==> config.mk <==
export PLATFORM = sky130hd
export DESIGN_NAME = gcmp_lane
export DESIGN_NICKNAME = d
export VERILOG_FILES = /design/src/hdl/gcmp_pkg.sv /design/src/hdl/gcmp_lane.sv
export SDC_FILE = /design/constraint.sdc
export NUM_CORES = 1
export LEC_CHECK = 0
export BUFFER_PORTS_ARGS = -buffer_cell sky130_fd_sc_hd__buf_2
export CORE_MARGIN = 10
export CORE_UTILIZATION = 45
export DETAILED_ROUTE_END_ITERATION = 10
export PLACE_DENSITY_LB_ADDON = 0.08
export SLEW_MARGIN = 5
export SYNTH_ARGS = -nofsm -noshare
export SYNTH_HDL_FRONTEND = slang
export SYNTH_SLANG_ARGS = --single-unit
==> constraint.sdc <==
create_clock -name clk -period 6.22 [get_ports clk]
set_clock_uncertainty 0.1 [all_clocks]
set_input_delay 0.311 -clock clk [delete_from_list [all_inputs] [get_ports clk]]
set_output_delay 0.311 -clock clk [all_outputs]
set_load 0.02 [all_outputs]
==> src/hdl/gcmp_pkg.sv <==
`timescale 1ns / 1ps

package gcmp_pkg;

  localparam int COEF_W    = 9;
  localparam int PROD_W    = 17;
  localparam int MODULUS   = 257;
  localparam int OUT_LANES = 8;
  localparam int MAX_EMIT  = 16;
  localparam int GRAY_W    = 32;

  localparam int COUNTER_BITS_DEF = 32;
  localparam int WORDS_DEF        = 16;
  localparam int LANES_DEF        = 8;

  typedef enum logic [1:0] {
    MODE_LOAD_TABLE   = 2'd0,
    MODE_LOAD_PRODUCT = 2'd1,
    MODE_SET_COUNTER  = 2'd2,
    MODE_STEP         = 2'd3
  } mode_t;

  typedef enum logic [1:0] {
    ST_IDLE,
    ST_ISSUE,
    ST_DRAIN
  } state_t;

  typedef struct packed {
    logic [1:0]        mode;
    logic [10:0]       address;
    logic [31:0]       gray_count;
    logic [31:0]       start_value;
    logic [COEF_W-1:0] c0;
    logic [COEF_W-1:0] c1;
    logic [COEF_W-1:0] c2;
    logic [COEF_W-1:0] c3;
    logic [COEF_W-1:0] c4;
    logic [COEF_W-1:0] c5;
    logic [COEF_W-1:0] c6;
    logic [COEF_W-1:0] c7;
  } in_item_t;

  typedef struct packed {
    logic [3:0]        word_index;
    logic              last;
    logic [31:0]       counter_out;
    logic [COEF_W-1:0] p0;
    logic [COEF_W-1:0] p1;
    logic [COEF_W-1:0] p2;
    logic [COEF_W-1:0] p3;
    logic [COEF_W-1:0] p4;
    logic [COEF_W-1:0] p5;
    logic [COEF_W-1:0] p6;
    logic [COEF_W-1:0] p7;
  } out_item_t;

  // sideband that travels with one word to the output stage
  typedef struct packed {
    logic        emit;
    logic        last;
    logic [3:0]  word_index;
    logic [31:0] counter_out;
  } word_tag_t;

  // 0..511 into 0..256
  function automatic logic [COEF_W-1:0] reduce_load(input logic [COEF_W-1:0] v);
    return (v >= COEF_W'(MODULUS)) ? COEF_W'(v - COEF_W'(MODULUS)) : v;
  endfunction

  // x <= 256*256; 256 = -1 mod 257, so x = lo - hi, one correction
  function automatic logic [COEF_W-1:0] reduce_product(input logic [PROD_W-1:0] x);
    logic [COEF_W:0] diff;
    diff = {2'b00, x[7:0]} - {1'b0, x[16:8]};
    if (diff[COEF_W]) begin
      return COEF_W'(diff + (COEF_W + 1)'(MODULUS));
    end
    return COEF_W'(diff);
  endfunction

  // trailing zero count, 32 when the word is zero
  function automatic logic [5:0] trailing_zeros(input logic [GRAY_W-1:0] g);
    logic [5:0] n;
    n = 6'd32;
    for (int i = GRAY_W - 1; i >= 0; i--) begin
      if (g[i]) begin
        n = 6'(i);
      end
    end
    return n;
  endfunction

  function automatic logic [COEF_W-1:0] in_coef(input in_item_t it, input int j);
    logic [COEF_W-1:0] v;
    case (j)
      0:       v = it.c0;
      1:       v = it.c1;
      2:       v = it.c2;
      3:       v = it.c3;
      4:       v = it.c4;
      5:       v = it.c5;
      6:       v = it.c6;
      7:       v = it.c7;
      default: v = '0;
    endcase
    return v;
  endfunction

  function automatic out_item_t out_set_lane(input out_item_t it, input int j,
                                             input logic [COEF_W-1:0] v);
    out_item_t r;
    r = it;
    case (j)
      0:       r.p0 = v;
      1:       r.p1 = v;
      2:       r.p2 = v;
      3:       r.p3 = v;
      4:       r.p4 = v;
      5:       r.p5 = v;
      6:       r.p6 = v;
      7:       r.p7 = v;
      default: r = it;
    endcase
    return r;
  endfunction

endpackage

==> src/hdl/gcmp_lane.sv <==
`timescale 1ns / 1ps

// One coefficient lane: registered 9x9 multiply, then reduction mod 257.
module gcmp_lane (
  input  logic                        clk,
  input  logic                        en,
  input  logic [gcmp_pkg::COEF_W-1:0] prod_coef,
  input  logic [gcmp_pkg::COEF_W-1:0] tab_coef,
  output logic [gcmp_pkg::COEF_W-1:0] res
);
  import gcmp_pkg::*;

  logic [2*COEF_W-1:0] full;
  logic [PROD_W-1:0]   mult_r;

  assign full = prod_coef * tab_coef;

  always_ff @(posedge clk) begin
    if (en) begin
      mult_r <= PROD_W'(full);
    end
  end

  assign res = reduce_product(mult_r);

endmodule

==> metrics.txt <==
sequence of cells on the critical path buf_2 > nand2_1 > fa_1 > inv_1 > fa_1 > inv_1 > fa_1 > fa_1 > inv_1 > ha_1 > o21ai_0 > a21oi_1 > nor3_1 > o311ai_0 > a21oi_1 > xnor2_1; net count after synthesis 509; maximum number of pins on one net before global-route repair 18; flop and latch count out of synthesis 17; post-detailed-placement half-perimeter wirelength 6240 um; unrepaired setup endpoints after global routing no; detailed-route via count roughly 2600; drt total wl ~6900 um; horizontal extent of the die about 110 um; wire length of the first global-routing pass 11800 um; utilization after layout 0.504; Crit Path Max Fanout 9; mux share of post-synthesis cell area 0; compound-gate portion of the synthesized area 0.0984; total power 1.80 mW; VDD IR-drop max about 0.26 mV; count of input and output buffers 28; Clock Pin Slew Worst Setup and Hold Paths 0.06 ns; Top reg by flops mult_r; overall overflow remaining after global route 0; post-CTS setup-driven buffer insertion count 0; max-slew violations 0; combinational family with the most area after synthesis adder cells; crit start category primary input; number of maximum-capacitance violations 0; root cell of the clock tree sky130_fd_sc_hd__clkbuf_8; ratio of routed vias to standard cells 4.94; commonest cells after routing, fill and taps aside sky130_fd_sc_hd__inv_1, sky130_fd_sc_hd__fa_1, sky130_fd_sc_hd__nand2_1, sky130_fd_sc_hd__and2_1, sky130_fd_sc_hd__ha_1; clk sink count 17; number of global-route vias before repair roughly 2600; post-layout minimum cycle time between 4 and 5 ns; global-route usage over all layers 0.121; Buffers & Inverters on Critical Path 4; worst hold path class in2reg; Die Area between 10000 and 15000 sq um; fraction of the mapped netlist area in simple logic gates 0.166; TritonCTS clock tree built; most frequent cell on the critical path sky130_fd_sc_hd__fa_1; CTS buffer count 3; last weighted congestion value of the routability-driven placer between 0.8 and 0.9; Final #Nets about 540; flip-flop count of the largest register after layout 17; count of unresolved DRC violations after routing 0; async set or reset register ratio after synthesis 0; Resize count post-CTS 0; most common library cell in the layout ignoring fill and taps sky130_fd_sc_hd__inv_1; Worst Hold Slack around 0.40 ns; syn_area_per_cell 9.16 sq um; Static Leak ~2.0 nW; hold buffer count at cts 0; actual slew at the worst max-slew pin 0.432 ns; sum of negative setup slack 0 ns; site row count 32; top_reg_cell synth sky130_fd_sc_hd__edfxtp_1; Crit path required time 6.11 ns; maximum clock frequency around 0.23 GHz; share of the synthesized netlist area taken by xor and xnor gates 0.0655; first-iteration detailed-routing DRC count 83; Slowest cell on crit path sky130_fd_sc_hd__fa_1; Chip Height ~110 um; Post-Synth Adder-Cell Area 0.433; final setup violation count 0; P&R area growth vs syn 8.35%; Antenna Nets Post-Route 0; cell type group with the largest total delay on the critical path adder cells; library cells used by synthesis 39; number of antenna violations at the first check in global routing 0; slew margin rel. 0.710; Filler cells 764; total count of hold-check failures in the final report 0; Post-Synthesis Cell Area roughly 3600 sq um; CP max stage delay 0.54 ns; number of enable-type register cells in the synthesized netlist 17; number of primary I/O pins 29; share of the yosys chip area belonging to registers 0.141; Pre-Repair DR Iteration Count 4; buffer levels on the longest clock path 2; core area 7770 sq um; antenna diode instance count 0; arrival time of the worst setup path 4.33 ns; critical path type in2reg; proportion of layout cells with a drive suffix above 1 0.0993; H-tree levels 1; initial core utilization 0.465; Critical Path Sink Type flip-flop; largest registers mult_r (17); post-detailed-route wirelength per cell 13.1 um; Syn Inst Count 394; Final Cycle Share 0.714; result of the run completed; power density over the cells 460 nW/um^2; Ys Warns 0
-- worst paths after layout --
| path | cells after the start | endpoint | slack [ns] | from |
|---|---|---|---|---|
| hold / removal | 2 | mult_r[0] | 0.40 | prod_coef[0] |
| setup / recovery | 16 | mult_r[16] | 1.78 | prod_coef[5] |
-- synthesized netlist by cell type, types with 2 or more instances --
master                     number  area (sq um)
sky130_fd_sc_hd__o41a_1         2          22.5
sky130_fd_sc_hd__o21bai_1       3          22.5
sky130_fd_sc_hd__xnor2_1       19           166
sky130_fd_sc_hd__and2_1        46           288
sky130_fd_sc_hd__inv_1         89           334
sky130_fd_sc_hd__o21ai_0        8          40.0
sky130_fd_sc_hd__nand4_1        2          12.5
sky130_fd_sc_hd__nand2b_1       4          25.0
sky130_fd_sc_hd__xor2_1         8          70.1
sky130_fd_sc_hd__fa_1          50          1000
sky130_fd_sc_hd__nor3_1         4          20.0
sky130_fd_sc_hd__nand2_1       46           173
sky130_fd_sc_hd__o21a_1         4          30.0
sky130_fd_sc_hd__clkbuf_1       3          11.3
sky130_fd_sc_hd__nand3_1        2          10.0
sky130_fd_sc_hd__edfxtp_1      17           510
sky130_fd_sc_hd__a21o_1         3          22.5
sky130_fd_sc_hd__nor2_1         9          33.8
sky130_fd_sc_hd__ha_1          45           563
sky130_fd_sc_hd__a21oi_1       11          55.1
-- per-stage QoR --
step                      instances  area (sq um)  setup slack (ns)
after global routing            525          3910              1.54
after CTS                       525          3910              1.75
after global placement          521          3870              1.60
after detailed placement        521          3870              1.50
final                           525          3910              1.78
after floorplan                 394          3610              1.75
-- area by class of cell --
class / instances / area (sq um) / area share
Multi-Input combinational cell: 285 / 2750 / 0.704
Timing Repair Buffer: 28 / 140 / 0.0358
Inverter: 89 / 334 / 0.0854
Clock buffer: 4 / 45.0 / 0.0115
Sequential cell: 17 / 510 / 0.131
Tap cell: 102 / 128 / 0.0326
-- kinds of logic after synthesis --
kind of cell / after synthesis
AO/OA/AOI/OAI: 45
buffers and inverters: 92
flip-flops: 17
adder cells (fa/ha/maj): 95
XOR/XNOR: 27
AND/OR/NAND/NOR: 118
-- metal layers --
metal / share of wire / vias to the layer above / GRT usage
met3: 0.021 / 2 / 0.00995
met1: 0.45 / 1274 / 0.160
li1: - / 1292 / -
met5: 0 / - / 0
met2: 0.53 / 24 / 0.215
met4: 0.0025 / 0 / 0.0139
-- power breakdown --
group | internal, mW | switching, mW | leakage (nW)
combinational | 0.619 | 0.873 | 1.79
clock | 0.0453 | 0.0333 | 0.0228
sequential | 0.213 | 0.0159 | 0.166
total | 0.878 | 0.922 | 1.98
No activity file was read; power rests on OpenSTA's default activity.
